File: config.mk
export PLATFORM = sky130hd
export DESIGN_NAME = carv_ring
export DESIGN_NICKNAME = d
export VERILOG_FILES = /design/src/sv/carv_pkg.sv /design/src/sv/carv_ring.sv
export SDC_FILE = /design/constraint.sdc
export NUM_CORES = 1
export LEC_CHECK = 0
export BUFFER_PORTS_ARGS = -buffer_cell sky130_fd_sc_hd__buf_2
export CAP_MARGIN = 20
export CORE_UTILIZATION = 55
export CTS_CLUSTER_SIZE = 8
export DETAILED_ROUTE_END_ITERATION = 10
export GPL_TIMING_DRIVEN = 0
export PLACE_DENSITY = 0.74
export RECOVER_POWER = 50
export SETUP_SLACK_MARGIN = 0.4
export SLEW_MARGIN = 15
export SYNTH_ARGS = -nofsm -noshare
export SYNTH_HDL_FRONTEND = slang
export SYNTH_SLANG_ARGS = --single-unit
File: constraint.sdc
create_clock -name clk -period 4.7 [get_ports clk]
set_clock_uncertainty 0.05 [all_clocks]
set_input_delay 0.705 -clock clk [delete_from_list [all_inputs] [get_ports clk]]
set_output_delay 0.705 -clock clk [all_outputs]
set_load 0.03 [all_outputs]
File: src/sv/carv_pkg.sv
// ----------------------------------------------------------------------------
// carv_pkg
// shared constants, types and arithmetic helpers of the comb/allpass reverb
// ----------------------------------------------------------------------------
package carv_pkg;

    localparam int WORD_W    = 48;
    localparam int COEF_W    = 17;
    localparam int SAMPLE_W  = 32;
    localparam int CFG_IDX_W = 3;
    localparam int CFG_DAT_W = 17;
    localparam int PLEN_W    = 12;

    localparam int DEF_COMB_SHORT_DELAY     = 1789;
    localparam int DEF_COMB_LONG_DELAY      = 1999;
    localparam int DEF_ALLPASS_FIRST_DELAY  = 433;
    localparam int DEF_ALLPASS_SECOND_DELAY = 149;
    localparam int DEF_CHANNEL_COUNT        = 3;
    localparam int DEF_PREDELAY_MAX         = 3200;

    localparam logic [COEF_W-1:0] Q16_ONE  = 17'd65536;
    localparam logic [COEF_W-1:0] K_POINT3 = 17'd19661;
    localparam logic [COEF_W-1:0] K_POINT6 = 17'd39322;

    localparam logic [CFG_IDX_W-1:0] REG_COMB_SHORT = 3'd0;
    localparam logic [CFG_IDX_W-1:0] REG_COMB_LONG  = 3'd1;
    localparam logic [CFG_IDX_W-1:0] REG_ALLPASS    = 3'd2;
    localparam logic [CFG_IDX_W-1:0] REG_DAMPING    = 3'd3;
    localparam logic [CFG_IDX_W-1:0] REG_WET        = 3'd4;
    localparam logic [CFG_IDX_W-1:0] REG_PREDELAY   = 3'd5;

    typedef logic signed [WORD_W-1:0] word_t;

    typedef struct packed {
        logic [COEF_W-1:0] comb_short;
        logic [COEF_W-1:0] comb_long;
        logic [COEF_W-1:0] allpass;
        logic [COEF_W-1:0] damping;
        logic [COEF_W-1:0] wet;
        logic [COEF_W-1:0] dry;
        logic [PLEN_W-1:0] predelay_len;
    } cfg_t;

    function automatic word_t sat48(input logic signed [WORD_W+1:0] v);
        word_t r;
        if (v > $signed({2'b00, 1'b0, {(WORD_W-1){1'b1}}}))
            r = {1'b0, {(WORD_W-1){1'b1}}};
        else if (v < $signed({2'b11, 1'b1, {(WORD_W-1){1'b0}}}))
            r = {1'b1, {(WORD_W-1){1'b0}}};
        else
            r = v[WORD_W-1:0];
        return r;
    endfunction

    // q8 word times q16 coefficient, round half away from zero
    function automatic word_t qmul(input logic [COEF_W-1:0] g, input word_t x);
        logic [WORD_W-1:0]        mag;
        logic [WORD_W+COEF_W-1:0] p;
        logic [WORD_W-1:0]        q;
        mag = x[WORD_W-1] ? (~x + 1'b1) : x;
        p   = mag * g + (WORD_W+COEF_W)'(32'h8000);
        q   = p[WORD_W+15:16];
        return x[WORD_W-1] ? word_t'(~q + 1'b1) : word_t'(q);
    endfunction

    function automatic word_t add48(input word_t a, input word_t b);
        return sat48({{2{a[WORD_W-1]}}, a} + {{2{b[WORD_W-1]}}, b});
    endfunction

    function automatic word_t sub48(input word_t a, input word_t b);
        return sat48({{2{a[WORD_W-1]}}, a} - {{2{b[WORD_W-1]}}, b});
    endfunction

endpackage

File: src/sv/carv_ring.sv
// ----------------------------------------------------------------------------
// carv_ring
// one synchronous delay ring memory, one write and one registered read port
// ----------------------------------------------------------------------------
module carv_ring
    import carv_pkg::*;
#(
    parameter int DEPTH = 16
)
(
    input  logic                     clk,
    input  logic                     we,
    input  logic [$clog2(DEPTH)-1:0] waddr,
    input  word_t                    wdata,
    input  logic [$clog2(DEPTH)-1:0] raddr,
    output word_t                    rdata
);

    word_t mem [DEPTH];

    always_ff @(posedge clk)
    begin
        if (we)
            mem[waddr] <= wdata;
        rdata <= mem[raddr];
    end

endmodule

[After elaboration in Yosys (flattened, before gate mapping)]
Memories as Yosys holds them, arrays and structs flattened. A register that Yosys moved wholly into a read port is not among the register bits.
Cells that the tools add are included.
Operators by class
  muxes and demuxes: 2
Operators with widths (number)
  1-bit 2-to-1 mux: 2
Storage, ports and cells
  flip-flop bits (word level): 0
  RAM bits: 768
  input port bits: 58
  output and inout port bits: 48
  logic and storage cells: 3
  memories kept: 1
Memories
  mem: words 16, bits a word 48, rd ports 1, clocked after Yosys merged registers in 1, wr ports 1, line carv_ring.sv:19  | word_t mem [DEPTH];

[Longest topological paths before layout]
Gate-level depths: netlist (run 1).
  word-level depth: 2
  gate-level depth with buffers: 6
  depth with buffers taken out: 3

[Worst setup path before layout (run 1)]
No wires, ideal clock.
  kind: input to register
  start point: input waddr[2]
  end point: memory mem[0][0] (netlist name) (enable)
  setup time: 513 ps
  arrival: 4496 ps
  data required time: 4137 ps
  setup slack: -359 ps
  stages: 2
  path buffers: 0
  cell sequence: or3b_2 -> nor3_1
RTL lines
  start, declared: line carv_ring.sv:13  | input logic [$clog2(DEPTH)-1:0] waddr,
  end, declared: line carv_ring.sv:19
Straight into the memory's write port.

[Worst setup path after layout (run 1)]
  start point: input waddr[3]
  end point: memory mem[14][3] (netlist name) (enable)
Straight into the memory's write port.

==> reports/metrics.cfg, run 1 <==
[power_and_ir_drop]
p_leak_nw = 11.4
total_power_mw = 16.4
power.density_mw_per_mm2 = 465
irDropWorstVdd_mv = 0.357

[finish]
layout-drive-gt1-share_pct = 27.8
multi_input_area_mm2 = 0.00543
nets = 1561
utilization_pct = 66.6
synthToLayoutAreaGrowth_pct = 18.9
fillerInstances = 3273
regArea_mm2 = 0.0240

[global_routing]
grt_usage_pct = 26.2
antenna_found_initial = 7
grt-ovfl-total = 0
grt_pass1_wl_um = 101000
grt_max_degree = 22
grt_pass1_vias = 15300

[worst_setup_path]
path_max_fanout = 16
crit_path_end_kind = flip-flop
arrival_ps = 3090
r2r-end = rdata[26]
critPathKind = input pin to flip-flop
worstReg2RegStart = mem[15][26]
rrSetupSlack_ps = 3210
required_ps = 4990
r2r.worst_path.cells = 3
crit_start = waddr[3]
worstSetupEndpoint = mem[14][3]
startpoint_type = input pin

[sta]
finalCriticalPeriod_ps = 2800
worst_slack_ps = 1900
slew_viol_final = 11
hold_violations = 0
tightest_slew_ps = 1880
grt_setup_unrepaired = no
post-route-period-util_pct = 59.6
timing.fmax_mhz = 357
setup_viol = 0
tns_ps = 0
maxSlewHeadroom_pct = -25.6
holdWs_ps = 491

[routing]
vias = 14600
routed_wirelength_um = 69100
via_per_inst = 6.38
first_iter_violations = 1838
detail_route.drc_violations = 0
avgRoutedWirePerCell_um = 30.2
postRouteAntennaNets = 0
firstDrtPassIters = 5

[floorplan]
dieHeight_um = 234
initial_utilization_pct = 56.1
io_pins = 106
die-area_mm2 = 0.0549
core-area_mm2 = 0.0530
rows = 84
die_width_um = 234

[place]
gp_congestion = 0.705
dp_hpwl_um = 40400
place_ws_ps = 1760
io_buffers = 103

[synthesis]
syn_avg_cell_area_um2 = 23.9
syn_area_mm2 = 0.0297
seq_area_frac_synth_pct = 80.9
synth_seq_cells = 816
synth_cells = 1242
synth_nets = 1300
yosys_warnings = 0
synth_cell_type_count = 17

[clocking]
hold_buffers = 0
cts_buffer_depth = 3
cts-root-buf = clkbuf_16
cts_tree = built
clock_sinks = 816
htree_num_levels = 3
cts_resized = 0
clk_pin_slew_ps = 60
worstSkewPairLatency_ps = 640
post_cts_buffers = 0
cts-buffers-inserted = 111

[job]
max_cap_viol_count = 1

[hold_path]
holdCritPathClass = input pin to flip-flop

[outcome]
violations = capacitance limit, slew limit
status = finished with violations

## per-layer routing
| layer | global-route usage (%) | vias to the layer above | wire length [um] |
|---|---|---|---|
| li1 | - | 5887 | - |
| met1 | 33.7 | 7680 | 25800 |
| met2 | 44.2 | 839 | 35400 |
| met3 | 5.75 | 170 | 5710 |
| met4 | 9.42 | 4 | 2160 |
| met5 | 0 | - | 23 |
## how the worst min path moves through the flow
stage,start,to,cells past startpoint
after global placement,mem[12][18],rdata[18],3
after global routing,waddr[1],mem[4][27],2
after CTS,wdata[38],mem[10][38],1
after detailed placement,mem[14][9],rdata[9],3
after floorplan,mem[14][0],rdata[0],3
final,waddr[1],mem[4][27],2
## placed cells by master (no fill, tap or decap), types with 5 or more instances in the layout
cell | netlist | routed
a22oi_1 | 96 | 96
buf_1 | 9 | 9
buf_12 | 0 | 11
buf_16 | 0 | 22
buf_2 | 8 | 61
buf_4 | 18 | 18
buf_8 | 0 | 10
clkbuf_1 | 28 | 164
clkbuf_16 | 0 | 115
dfxtp_1 | 48 | 48
diode_2 | 0 | 7
edfxtp_1 | 768 | 768
mux4_2 | 192 | 192
nand2_1 | 49 | 49
nor2_1 | 13 | 5
nor2_4 | 0 | 8
## critical path, cell delays in order
cell,delay [ps]
clkbuf_1,180
nand3_1,280
nor2_1,1470
buf_16,260
buf_16,180
## cell usage after synthesis (all sizes together)
cell    number  area [um2]
a22oi       96         721
nand2b       2        12.5
and2         1        6.26
mux4       192        4320
or3b         1        8.76
nor3         4        20.0
nand3b       2        15.0
clkbuf      28         105
nand2       49         184
nand3        1        5.00
buf         35         209
nor2b        2        12.5
nor2        13        48.8
edfxtp     768       23100
dfxtp       48         961
## flip-flops by register name, summed over array words and instances, names as in the netlist
register  flops
rdata        48
mem         768
## stage by stage
step                      instance area (um2)  cells
final                                   35300   2287
after global routing                    35300   2285
after CTS                               35400   2280
after detailed placement                32200   2078
after global placement                  31100   2033
after floorplan                         29700   1242
## kinds of logic (layout without fill, tap and decap cells)
kind of cell	count (synthesis)	count (layout)	synth area share, %
DFF	816	816	80.9
muxes	192	192	14.6
AOI/OAI and AO/OA	96	96	2.43
and+or+nand+nor	75	75	1.05
buffers and inverters	63	413	1.06
other	0	7	0
## report_power, final
part           internal, mW  switching [mW]  total [mW]
combinational         0.307           0.537       0.844
sequential             8.15          0.0491        8.20
clock                  4.51            2.86        7.38
total                  13.0            3.45        16.4
## area by class of cell
cell class | count | share of cell area (%)
flip-flops and latches | 816 | 68.1
clock buffers | 199 | 9.05
plain buffers | 63 | 0.890
multi-input cells | 363 | 15.4
diodes | 7 | 0.0496
clock inverters | 3 | 0.0744
well taps | 688 | 2.44
repair buffers | 148 | 4.07
(Power assumes the default switching activity.)
==> run 2: changes to the inputs <==
--- a/config.mk
+++ b/config.mk
@@ -11,7 +11,7 @@
 export CTS_CLUSTER_SIZE = 8
 export DETAILED_ROUTE_END_ITERATION = 10
 export GPL_TIMING_DRIVEN = 0
-export PLACE_DENSITY = 0.74
+export PLACE_DENSITY = 0.71
 export RECOVER_POWER = 50
 export SETUP_SLACK_MARGIN = 0.4
 export SLEW_MARGIN = 15
==> constraint.sdc (replaced) <==
create_clock -name clk -period 2.6 [get_ports clk]
set_clock_uncertainty 0.05 [all_clocks]
set_input_delay 0.39 -clock clk [delete_from_list [all_inputs] [get_ports clk]]
set_output_delay 0.39 -clock clk [all_outputs]
set_load 0.03 [all_outputs]
==> reports/metrics.cfg, run 2 (synthesis gave the netlist of run 1 again) <==
[outcome]
status = finished with violations
violations = capacitance limit, slew limit

[finish]
largest_register_ffs = 768  ; unchanged
regMostFlops = mem
nets = 1557  ; -0.26%
layout-drive-gt1-share_pct = 27.8  ; +0.070 points
regArea_mm2 = 0.0240  ; unchanged
multi_input_area_mm2 = 0.00548  ; +0.94%
largestRegisters = mem (768), rdata (48)
most-common-layout-cells = edfxtp_1, mux4_2, clkbuf_1, clkbuf_16, a22oi_1
fillerInstances = 3320  ; +1.4%
synthToLayoutAreaGrowth_pct = 18.5
mostFrequentLayoutCell = edfxtp_1
stdcell_count = 2278  ; -0.39%

[global_routing]
grt_usage_pct = 24.4  ; -1.7 points
grt_pass1_vias = 14800  ; -3.5%
grt_max_degree = 21  ; -4.5%
antenna_found_initial = 5  ; -2
grt_pass1_wl_um = 94900  ; -6.3%
grt-ovfl-total = 0  ; unchanged

[routing]
postRouteAntennaNets = 0  ; unchanged
routed_wirelength_um = 64000  ; -7.4%
firstDrtPassIters = 5  ; unchanged
first_iter_violations = 1386  ; -25%
vias = 14100  ; -3.0%
detail_route.drc_violations = 0  ; unchanged
via_per_inst = 6.21  ; -2.7%
avgRoutedWirePerCell_um = 28.1  ; -7.0%

[sta]
tightest_slew_ps = 1630  ; -245 ps
grt_setup_unrepaired = no
holdWs_ps = 188  ; -303 ps
finalCriticalPeriod_ps = 2240
hold_violations = 0  ; unchanged
worst_slack_ps = 361  ; -1540 ps
maxSlewHeadroom_pct = -9.18  ; +16 points
slew_viol_final = 9  ; -2
setup_viol = 0  ; unchanged
tns_ps = 0  ; unchanged
post-route-period-util_pct = 86.1
timing.fmax_mhz = 447

[place]
place_ws_ps = -4.14  ; -1760 ps
dp.cells = 2074  ; -0.19%
gp_congestion = 0.712  ; +1.0%
io_buffers = 103  ; unchanged
dp_hpwl_um = 38800  ; -3.8%

[power_and_ir_drop]
p_leak_nw = 11.3  ; -0.41%
total_power_mw = 29.5  ; +80%
power.density_mw_per_mm2 = 839  ; +80%
irDropWorstVdd_mv = 0.724  ; +100%

[clocking]
worstSkewPairLatency_ps = 640  ; about the same
clk_pin_slew_ps = 50  ; about the same
clock_sinks = 816  ; unchanged
htree_num_levels = 3  ; unchanged
cts-buffers-inserted = 111  ; unchanged
cts_resized = 0  ; unchanged
cts-root-buf = clkbuf_16
post_cts_buffers = 0  ; unchanged
hold_buffers = 0  ; unchanged
cts_tree = built
cts_buffer_depth = 3  ; unchanged

[floorplan]
io_pins = 106  ; unchanged
die_width_um = 234  ; unchanged
core-area_mm2 = 0.0530  ; unchanged
initial_utilization_pct = 56.1  ; unchanged
die-area_mm2 = 0.0549  ; unchanged
rows = 84  ; unchanged
dieHeight_um = 234  ; unchanged

[job]
max_cap_viol_count = 1  ; unchanged

[worst_setup_path]
critPathTopFamily = simple AND/OR/NAND/NOR gates
arrival_ps = 2520  ; -570 ps
critPathKind = input pin to flip-flop
crit_path_end_kind = flip-flop
path_max_fanout = 17  ; +1
rrSetupSlack_ps = 1100  ; -2110 ps
crit_top_cell = buf_16
required_ps = 2890  ; -2100 ps
cpPeakStageDelay_ps = 1070  ; -400 ps
slowest_stage = nor2_1
cp_num_buf_inv = 3  ; unchanged
worstPathCellList = clkbuf_1, or3b_4, nor2_1, buf_16, buf_16
startpoint_type = input pin

[hold_path]
holdCritPathClass = input pin to flip-flop

run 2: final cells by class:
| type | instances | area share (%) |
|---|---|---|
| diodes | 2 | 0.0142 |
| plain buffers | 63 | 0.892 |
| clock buffers | 199 | 9.01 |
| clock inverters | 3 | 0.0960 |
| multi-input cells | 363 | 15.6 |
| flip-flops and latches | 816 | 68.3 |
| well taps | 688 | 2.45 |
| repair buffers | 144 | 3.71 |
run 2: report_power, final:
part | total [mW] | internal [mW] | switching [mW]
registers | 14.8 | 14.7 | 0.0827
logic | 1.49 | 0.549 | 0.942
clock network | 13.2 | 8.11 | 5.10
run 2: through the flow:
| stage | cell area, um2 | utilization (%) |
|---|---|---|
| after global placement | 31200 | 58.9 |
| after floorplan | 29800 | - |
| after global routing | 35200 | 66.4 |
| after detailed placement | 32100 | 60.6 |
| final | 35200 | 66.4 |
| after CTS | 35300 | 66.6 |
run 2: worst paths after layout:
check	cells after the start	startpoint	endpoint
worst max register to register	3	mem[8][30]	rdata[30]
worst max-delay path	5	we	mem[3][46]
worst min-delay path	1	wdata[3]	mem[3][3]
worst min register to register	3	mem[14][19]	rdata[19]
run 2: layer usage:
metal / global-route usage, % / share of wire [%]
met5: 0 / 0.075
met4: 6.65 / 2.0
met3: 5.85 / 8.0
met2: 39.2 / 49
met1: 34.0 / 41
