File: config.mk
export PLATFORM = sky130hd
export DESIGN_NAME = carv_cfg
export DESIGN_NICKNAME = d
export VERILOG_FILES = /design/src/sv/carv_pkg.sv /design/src/sv/carv_cfg.sv
export SDC_FILE = /design/constraint.sdc
export NUM_CORES = 1
export LEC_CHECK = 0
export ABC_AREA = 1
export BUFFER_PORTS_ARGS = -buffer_cell sky130_fd_sc_hd__buf_4
export CAP_MARGIN = 20
export CORE_ASPECT_RATIO = 0.9
export CORE_MARGIN = 2
export CORE_UTILIZATION = 60
export CTS_CLUSTER_DIAMETER = 120
export CTS_CLUSTER_SIZE = 14
export DETAILED_ROUTE_END_ITERATION = 6
export GPL_ROUTABILITY_DRIVEN = 0
export PLACE_DENSITY = 0.8
export SLEW_MARGIN = 20
export SYNTH_ARGS = -nofsm -noshare
export SYNTH_HDL_FRONTEND = slang
export SYNTH_SLANG_ARGS = --single-unit
export TNS_END_PERCENT = 50
File: constraint.sdc
create_clock -name clk -period 8.7 [get_ports clk]
set_input_delay 0.87 -clock clk [delete_from_list [all_inputs] [get_ports clk]]
set_output_delay 0.87 -clock clk [all_outputs]
set_load 0.1 [all_outputs]
File: src/sv/carv_pkg.sv
// ----------------------------------------------------------------------------
// carv_pkg
// shared constants, types and arithmetic helpers of the comb/allpass reverb
// ----------------------------------------------------------------------------
package carv_pkg;

    localparam int WORD_W    = 48;
    localparam int COEF_W    = 17;
    localparam int SAMPLE_W  = 32;
    localparam int CFG_IDX_W = 3;
    localparam int CFG_DAT_W = 17;
    localparam int PLEN_W    = 12;

    localparam int DEF_COMB_SHORT_DELAY     = 1789;
    localparam int DEF_COMB_LONG_DELAY      = 1999;
    localparam int DEF_ALLPASS_FIRST_DELAY  = 433;
    localparam int DEF_ALLPASS_SECOND_DELAY = 149;
    localparam int DEF_CHANNEL_COUNT        = 3;
    localparam int DEF_PREDELAY_MAX         = 3200;

    localparam logic [COEF_W-1:0] Q16_ONE  = 17'd65536;
    localparam logic [COEF_W-1:0] K_POINT3 = 17'd19661;
    localparam logic [COEF_W-1:0] K_POINT6 = 17'd39322;

    localparam logic [CFG_IDX_W-1:0] REG_COMB_SHORT = 3'd0;
    localparam logic [CFG_IDX_W-1:0] REG_COMB_LONG  = 3'd1;
    localparam logic [CFG_IDX_W-1:0] REG_ALLPASS    = 3'd2;
    localparam logic [CFG_IDX_W-1:0] REG_DAMPING    = 3'd3;
    localparam logic [CFG_IDX_W-1:0] REG_WET        = 3'd4;
    localparam logic [CFG_IDX_W-1:0] REG_PREDELAY   = 3'd5;

    typedef logic signed [WORD_W-1:0] word_t;

    typedef struct packed {
        logic [COEF_W-1:0] comb_short;
        logic [COEF_W-1:0] comb_long;
        logic [COEF_W-1:0] allpass;
        logic [COEF_W-1:0] damping;
        logic [COEF_W-1:0] wet;
        logic [COEF_W-1:0] dry;
        logic [PLEN_W-1:0] predelay_len;
    } cfg_t;

    function automatic word_t sat48(input logic signed [WORD_W+1:0] v);
        word_t r;
        if (v > $signed({2'b00, 1'b0, {(WORD_W-1){1'b1}}}))
            r = {1'b0, {(WORD_W-1){1'b1}}};
        else if (v < $signed({2'b11, 1'b1, {(WORD_W-1){1'b0}}}))
            r = {1'b1, {(WORD_W-1){1'b0}}};
        else
            r = v[WORD_W-1:0];
        return r;
    endfunction

    // q8 word times q16 coefficient, round half away from zero
    function automatic word_t qmul(input logic [COEF_W-1:0] g, input word_t x);
        logic [WORD_W-1:0]        mag;
        logic [WORD_W+COEF_W-1:0] p;
        logic [WORD_W-1:0]        q;
        mag = x[WORD_W-1] ? (~x + 1'b1) : x;
        p   = mag * g + (WORD_W+COEF_W)'(32'h8000);
        q   = p[WORD_W+15:16];
        return x[WORD_W-1] ? word_t'(~q + 1'b1) : word_t'(q);
    endfunction

    function automatic word_t add48(input word_t a, input word_t b);
        return sat48({{2{a[WORD_W-1]}}, a} + {{2{b[WORD_W-1]}}, b});
    endfunction

    function automatic word_t sub48(input word_t a, input word_t b);
        return sat48({{2{a[WORD_W-1]}}, a} - {{2{b[WORD_W-1]}}, b});
    endfunction

endpackage

File: src/sv/carv_cfg.sv
// ----------------------------------------------------------------------------
// carv_cfg
// configuration registers with clamping and mix gain derivation
// ----------------------------------------------------------------------------
module carv_cfg
    import carv_pkg::*;
#(
    parameter int PREDELAY_MAX = DEF_PREDELAY_MAX
)
(
    input  logic                 clk,
    input  logic                 rst_n,
    input  logic                 cfg_we,
    input  logic [CFG_IDX_W-1:0] cfg_index,
    input  logic [CFG_DAT_W-1:0] cfg_data,
    output cfg_t                 cfg
);

    logic [COEF_W-1:0] cs_reg, cl_reg, ap_reg, dp_reg, wl_reg;
    logic [PLEN_W-1:0] pl_reg;
    logic [COEF_W-1:0] clamped;
    logic [COEF_W+COEF_W-1:0] wet_full;
    logic [COEF_W-1:0] wet;
    logic [PLEN_W:0]   plen_max;

    assign clamped  = (cfg_data > Q16_ONE) ? Q16_ONE : cfg_data;
    assign plen_max = (PLEN_W+1)'(PREDELAY_MAX);

    always_ff @(posedge clk or negedge rst_n)
    begin
        if (!rst_n)
        begin
            cs_reg <= '0;
            cl_reg <= '0;
            ap_reg <= '0;
            dp_reg <= '0;
            wl_reg <= '0;
            pl_reg <= '0;
        end
        else if (cfg_we)
        begin
            case (cfg_index)
                REG_COMB_SHORT: cs_reg <= clamped;
                REG_COMB_LONG:  cl_reg <= clamped;
                REG_ALLPASS:    ap_reg <= clamped;
                REG_DAMPING:    dp_reg <= clamped;
                REG_WET:        wl_reg <= clamped;
                REG_PREDELAY:
                begin
                    if ({1'b0, cfg_data[PLEN_W-1:0]} > plen_max)
                        pl_reg <= plen_max[PLEN_W-1:0];
                    else
                        pl_reg <= cfg_data[PLEN_W-1:0];
                end
                default: ;
            endcase
        end
    end

    assign wet_full = wl_reg * K_POINT6 + (2*COEF_W)'(32'h8000);
    assign wet      = wet_full[COEF_W+15:16];

    assign cfg.comb_short   = cs_reg;
    assign cfg.comb_long    = cl_reg;
    assign cfg.allpass      = ap_reg;
    assign cfg.damping      = dp_reg;
    assign cfg.wet          = wet;
    assign cfg.dry          = K_POINT6 - wet;
    assign cfg.predelay_len = pl_reg;

endmodule

**Yosys cells after proc, flatten, opt, wreduce, memory -nomap -nowiden**

Index checks and enable logic that the tools add are counted.

- Output and inout bits: 114
- Register bits after elaboration: 97

- Order comparisons: 2
- Multipliers: 1
- Eq/ne operators: 5
- Reduce and logical (&&, ||, !) cells: 7
- Mux-type cells: 2
- $add $sub $neg: 2

Operator list:

| cell | count |
|---|---|
| 33-bit by 16-bit adder with 33-bit output, second input constant | 1 |
| 17-bit by 15-bit multiplier with 32-bit output, second input constant | 1 |
| 17-bit greater-than comparator, second input constant | 1 |
| 17-bit 2-to-1 mux | 1 |
| 16-bit by 17-bit subtractor with 17-bit output, first input constant | 1 |
| 12-bit greater-than comparator, second input constant | 1 |
| 12-bit 2-to-1 mux | 1 |
| 2-bit AND reduction | 6 |
| 3-bit by 2-bit == test with 1-bit output, second input constant | 2 |
| 3-bit == test, second input constant | 2 |
| 3-bit by 1-bit == test with 1-bit output, second input constant | 1 |
| 3-bit logical NOT | 1 |

**Longest topological paths before layout**

Gate-level depths: netlist of run 1.

- Depth after elaboration: 3
- Mapped depth: 37

**Worst setup path after synthesis of run 1**

OpenSTA, ideal clock, no wires.

- Path kind: register to output
- Start point: register wl_reg[6]
- End point: output port cfg[25] (netlist bit)
- Setup slack: 922 ps
- Cell stages (with the launch flop): 33
- Required time: 7830 ps
- Buffers on the path: 1
- Arrival: 6908 ps
- Cells stage by stage: dfrtp_1 ha_1 inv_1 fa_1 fa_1 inv_1 fa_1 fa_1 inv_1 fa_1 inv_1 ha_1 nand2_2 inv_2 nand2_2 nor2_2 nand2_1 nand3_1 nand2_1 nand2_2 ha_1 nand3_1 nor2_2 nand2_2 nor2_2 buf_6 nand3_2 nand2_4 inv_2 nor2_4 nand2_2 nand2_2 xor2_1

RTL lines:

| item | RTL line | RTL |
|---|---|---|
| from (decl) | carv_cfg.sv:19 | `logic [COEF_W-1:0] cs_reg, cl_reg, ap_reg, dp_reg, wl_reg;` |
| from (signal assigned) | carv_cfg.sv:47 | `REG_WET: wl_reg <= clamped;` |
| to (decl) | carv_cfg.sv:16 | `output cfg_t cfg` |

==> flow_metrics.tcl, run 1 <==
set metrics [dict create \
    status "complete, no violations" \
    crit_path_max_fanout 11 \
    r2r_cells 2 \
    area_delta_synth_final_pct 13.6 \
    vias 8854 \
    worstPathArrival_ns 7.04 \
    rrSetupSlack_ns 7.77 \
    start_util_pct 60.6 \
    post-route-period-util_pct 90.9 \
    rsz0062_at_grt "false" \
    fp.dieH_um 127 \
    synth_area_leaders "dfrtp_1, ha_1, fa_1" \
    min_to "ap_reg[5]" \
    final-max-slew-violation-count 0 \
    wl_met3_um 1960 \
    die_area_mm2 0.0180 \
    antenna_cells 0 \
    cts-root-buf "clkbuf_16" \
    fin_crit_ns 7.91 \
    avgSynthCellArea_um2 7.63 \
    start_kind "flop" \
    io_pins 137 \
    ys_ff_latch 97 \
    dr.pass1.iters 5 \
    max_freq_mhz 126 \
    clk_latency_ns 0.34 \
    drive_above_1_share_pct 15.1 \
    gr-total-overflow 0 \
    cts_resized 0 \
    dr_wl_met2_um 11500 \
    vias_per_cell 5.35 \
    synthDistinctLibCells 37 \
    skew_ns 0 \
    hold_depth 2 \
    r2r-start "wl_reg[10]" \
    num_rows 45 \
    first_global_vias 8510 \
    syn-cell-area_mm2 0.0101 \
    clkTransAtPathRegs_ns 0.06 \
    cts_tree "yes" \
    synth_cells 1328 \
    cp_top_family "adder cells" \
    setup_tns_ns 0 \
    nets 1675 \
    place_hpwl_um 20800 \
    cts_hold_buf 0 \
    final_cell_mix "nand2_1, inv_1, ha_1, buf_4, dfrtp_1" \
    top_layer "met4" \
    antenna_found_initial 0 \
    postRouteWirelength_um 25100 \
    ant_nets 0 \
    wl_met1_um 11300 \
    yosys.area.top_type "dfrtp_1" \
    crit_path_top_delay_cell "fa_1" \
    ys_warn_count 0 \
    wl_per_cell_um 15.2 \
    htreeDepth 3 \
    timing.critical_path.buf_inv 7 \
    cts_buffer_depth 2 \
    slew-limit-headroom_pct 30.1 \
    portBuffers 136 \
    critical_path_class "reg2out" \
    drc 0 \
    cts_made_buffers 9 \
    post_cts.repair.setup_buffers 0 \
    slowest_delay_ns 0.55 \
    timing.hold.ws_ns 0.488 \
    cts.sinks 97 \
    grt_max_degree 58 \
    syn-num-nets 1564 \
    grt_pass1_wl_um 42200 \
    holdCritPathClass "reg2reg" \
    setup_viol 0 \
    crit_required_ns 7.83 \
    drt_iter0_markers 674 \
    finalHoldViolations 0 \
    synth_top_area_share_pct 23.9 \
    die_w_um 141 \
    coreArea_mm2 0.0167 \
    final_common_cell "nand2_1" \
    drv_cap 0 \
    path_common_cell "nand2_1" \
    grt_usage_pct 29.5 \
    yosysSeqAreaShare_pct 23.9 \
    endpoint_kind "output port" \
    tightest_slew_ns 1.05 \
    reg2reg_to "wl_reg[10]" \
    hold_start "ap_reg[5]" \
]
[stage by stage]
| step | instances | worst slack [ns] | util [%] | area [um2] |
|---|---|---|---|---|
| floorplan | 1328 | 0.922 | - | 10100 |
| global placement | 1639 | 1.42 | 67.1 | 11200 |
| detailed placement | 1639 | 1.22 | 67.1 | 11200 |
| CTS | 1655 | 0.838 | 68.8 | 11500 |
| global route | 1655 | 0.298 | 68.8 | 11500 |
| finish | 1655 | 0.791 | 68.8 | 11500 |
[synth_stat cells]
| cell | number |
|---|---|
| a21oi_1 | 23 |
| and2_1 | 2 |
| or4_1 | 1 |
| nand4_1 | 15 |
| o21ai_0 | 93 |
| clkinv_2 | 1 |
| nor2_2 | 14 |
| o311ai_0 | 1 |
| nor2_1 | 44 |
| inv_2 | 9 |
| nand2_2 | 25 |
| nor3b_1 | 1 |
| nor4_2 | 1 |
| clkinv_1 | 1 |
| nor3_1 | 3 |
| o21bai_1 | 2 |
| nand3_2 | 5 |
| dfrtp_1 | 97 |
| inv_1 | 268 |
| o21ai_1 | 1 |
| nand3b_1 | 2 |
| nor3_2 | 2 |
| nand2_1 | 381 |
| buf_6 | 1 |
| nor4_1 | 2 |
| xor2_1 | 12 |
| nand3_1 | 62 |
| xnor2_2 | 1 |
| buf_4 | 18 |
| a31oi_1 | 1 |
| nand2_4 | 1 |
| xnor2_1 | 1 |
| clkbuf_1 | 18 |
| o21a_1 | 2 |
| fa_1 | 76 |
| ha_1 | 137 |
| nor2_4 | 4 |
[worst max-delay path by stage]
stage,depth (start not counted),start,end,slack [ns]
5_1_grt,33,wl_reg[5],cfg[28],0.30
3_3_place_gp,33,wl_reg[5],cfg[26],1.42
2_1_floorplan,32,wl_reg[6],cfg[25],0.92
4_1_cts,33,wl_reg[6],cfg[28],0.84
6_report,33,wl_reg[5],cfg[28],0.79
3_5_place_dp,33,wl_reg[6],cfg[28],1.22
[area by class of cell]
type,instances,area (um2)
Clock inverter,5,40.0
Sequential cell,97,2430
Clock buffer,11,243
Fill cell,1380,5210
Timing Repair Buffer,137,1030
Tap cell,211,264
Inverter,279,1050
Multi-Input combinational cell,915,6460
[routing by layer]
metal | vias to the layer above | GRT usage, %
li1 | 4311 | -
met1 | 4237 | 42.4
met2 | 275 | 46.9
met3 | 31 | 6.60
met4 | 0 | 5.18
met5 | - | 0
[tightest hold or removal path: stages (launching register included)]
cell     delay (ns)
dfrtp_1        0.34
nand2_1        0.05
o21ai_0        0.06
[logic make-up (layout without fill, tap and decap cells)]
logic type / count (synthesis) / after routing / synth area share, %
AND/OR/NAND/NOR: 565 / 565 / 24.2
buffers and inverters: 316 / 432 / 12.5
adder cells (fa/ha/maj): 213 / 213 / 31.9
AO/OA/AOI/OAI: 123 / 123 / 6.22
flip-flops: 97 / 97 / 23.9
XOR/XNOR: 14 / 14 / 1.28
Power of run 1 is left out: the tool's default activity adds up to more than one toggle a clock period on the data nets, which glitch-free logic cannot reach.
==> run 2: changes to the inputs <==
- ABC_AREA: 1 -> unset
==> run 2 against run 1 <==
  * Register-to-register slack got worse by 0.02 ns
  * Global-route usage fell by 2.3 points
  * Clock-buffer cell count fell by 1
  * Highest routed layer unchanged
  * Cell count fell by 16%
  * Die area fell by 3.1%
  * Synthesized cell count fell by 19%
  * Wire length fell by 4.5%
  * Fmax fell by 6.5%
==> flow_metrics.tcl, run 2 <==
set metrics [dict create \
    synth_ff_type "dfrtp_1" \
    syn-cell-area_mm2 0.00982 \
    place_area_mm2 0.0109 \
    rrSetupSlack_ns 7.75 \
    ys_ff_latch 97 \
    utilization_pct 71.0 \
    place_hpwl_um 19000 \
    synth_adder_area_share_pct 33.0 \
    clk_latency_ns 0.34 \
    synthTopCellsByCount "inv_1, nand2_1, ha_1" \
    drive_above_1_share_pct 18.0 \
    grt_max_degree 57 \
    vias 8120 \
    drt_iter0_markers 570 \
    portBuffers 136 \
    cts_buffer_depth 2 \
    synth_xor_area_share_pct 3.43 \
    wl_per_cell_um 17.1 \
    start_util_pct 61.1 \
    slew-limit-headroom_pct 32.3 \
    cts.sinks 97 \
    synth_top_area_share_pct 24.7 \
    synth_edf_count 0 \
    antenna_cells 0 \
    grt_pass1_wl_um 38600 \
    dp.cells 1377 \
    coreArea_mm2 0.0161 \
    synth_mux_area_share_pct 1.34 \
    io_pins 137 \
    final_cell_area_mm2 0.0114 \
    drc 0 \
    yosysMostFrequentCell "inv_1" \
    hold_start "ap_reg[10]" \
    critical_path_class "reg2out" \
    finalHoldViolations 0 \
    gr-total-overflow 0 \
    final_cell_mix "inv_1, nand2_1, buf_4" \
    cts_hold_buf 0 \
    vias_per_cell 5.81 \
    endpoint_kind "output port" \
    htreeDepth 3 \
    die_w_um 139 \
    nets 1422 \
    r2r-start "wl_reg[16]" \
    ant_nets 0 \
    crit_required_ns 7.83 \
    synth-compound-area-share_pct 14.8 \
    fin_crit_ns 8.46 \
    grt_usage_pct 27.2 \
    synth_top_family_by_area "adder cells" \
    die_area_mm2 0.0174 \
    yosysSeqAreaShare_pct 24.7 \
    cts_made_buffers 9 \
    hold_depth 2 \
    worstPathArrival_ns 7.59 \
    antenna_found_initial 0 \
    tightest_slew_ns 1.01 \
    postRouteWirelength_um 24000 \
    cts-root-buf "clkbuf_16" \
    synth_cells 1079 \
    yosys.area.top_type "dfrtp_1" \
    skew_ns 0 \
    synth_area_leaders "dfrtp_1, ha_1, fa_1" \
    start_kind "flop" \
    first_global_vias 7634 \
    dr.pass1.iters 5 \
    dp_slack_ns 0.263 \
    cts_tree "yes" \
    holdCritPathClass "reg2reg" \
    slowest_delay_ns 0.58 \
    avgSynthCellArea_um2 9.10 \
    ys_warn_count 0 \
    r2r_cells 1 \
    area_delta_synth_final_pct 16.3 \
    synthDistinctLibCells 75 \
    syn-num-nets 1315 \
    clkTransAtPathRegs_ns 0.06 \
    setup_ws_ns 0.241 \
    async_flop_share_pct 100 \
    post-route-period-util_pct 97.2 \
    reg2reg_to "wl_reg[16]" \
    status "complete, no violations" \
    drv_cap 0 \
    final_common_cell "inv_1" \
    fp.dieH_um 125 \
    setup_viol 0 \
    yosys.area_share.simple_pct 13.3 \
    final-max-slew-violation-count 0 \
    worstPathCellList "ha_1 > inv_1 > fa_1 > inv_1 > fa_1 > fa_1 > inv_1 > fa_1 > inv_1 > ha_1 > ha_1 > nand2_1 > or3_4 > o211ai_4 > xnor2_2 > or4_4 > a211o_1 > o311a_1 > a311oi_2 > nand3_2 > xor2_1 > buf_6" \
    final-instance-count-excl-fill 1398 \
    crit_path_top_delay_cell "or4_4" \
    num_rows 44 \
    timing.critical_path.buf_inv 5 \
    cp_top_family "adder cells" \
    max_freq_mhz 118 \
    crit_path_max_fanout 7 \
    min_to "ap_reg[10]" \
]
run 2: cell types whose count changed in the layout (fill, tap and decap cells not counted), sizes merged, moves of 8 or more:
| cell | change |
|---|---|
| o21ai | +12 |
| inv | -102 |
| nor2 | -25 |
| nand2b | +11 |
| nand3 | -50 |
| o211ai | +8 |
| xnor2 | +18 |
| mux2 | +9 |
| a21o | +10 |
| or3 | +12 |
| nand2 | -263 |
run 2: per-stage QoR:
stage | hold WS (ns) | setup TNS [ns]
after global routing | 0.507 | -0.0148
after detailed placement | 0.471 | 0
after CTS | 0.486 | 0
after floorplan | 0.530 | -0.253
final | 0.481 | 0
after global placement | 0.463 | 0
run 2: cell type report:
type | instances | area (um2)
Clock inverter | 6 | 66.3
Sequential cell | 97 | 2430
Timing Repair Buffer | 144 | 1100
Tap cell | 207 | 259
Fill cell | 1195 | 4660
Multi-Input combinational cell | 760 | 6680
Clock buffer | 10 | 229
Inverter | 174 | 653
run 2: tightest hold or removal path: cells and delay by family, from the launching register on:
family | cells | cell delay [ns]
flip-flops | 1 | 0.34
AO/OA/AOI/OAI | 1 | 0.06
AND/OR/NAND/NOR | 1 | 0.04
run 2: timing repair:
item | 4_1_cts | 5_1_grt
setup endpoints to repair | 5 | 13
endpoints found under the hold margin | 0 | 0
setup buffers | 0 | 4
pin swaps | 0 | 6
resized for setup | 5 | 37
run 2: metal layers:
metal  GRT usage [%]  wire length, um  share of wire (%)
met4            5.29              368                1.5
met1            40.6            10800                 45
met2            42.2            11000                 46
met3            4.86             1770                7.4
met5               0                0                  0
run 2: worst max-delay path by stage:
| stage | startpoint | end | cells after the start |
|---|---|---|---|
| final | wl_reg[12] | cfg[28] | 22 |
| after global routing | wl_reg[12] | cfg[27] | 23 |
| after CTS | wl_reg[6] | cfg[28] | 25 |
| after detailed placement | wl_reg[6] | cfg[28] | 25 |
| after global placement | wl_reg[6] | cfg[28] | 25 |
| after floorplan | wl_reg[5] | cfg[28] | 24 |
run 2: cell families (layout without fill, tap and decap cells):
group / after synthesis / count (layout)
compound gates: 221 / 221
xor+xnor: 36 / 36
fa+ha+maj: 213 / 213
buf+inv: 222 / 334
flops: 97 / 97
mux: 12 / 12
simple gates: 278 / 278
Power of run 2 is left out for the same reason.
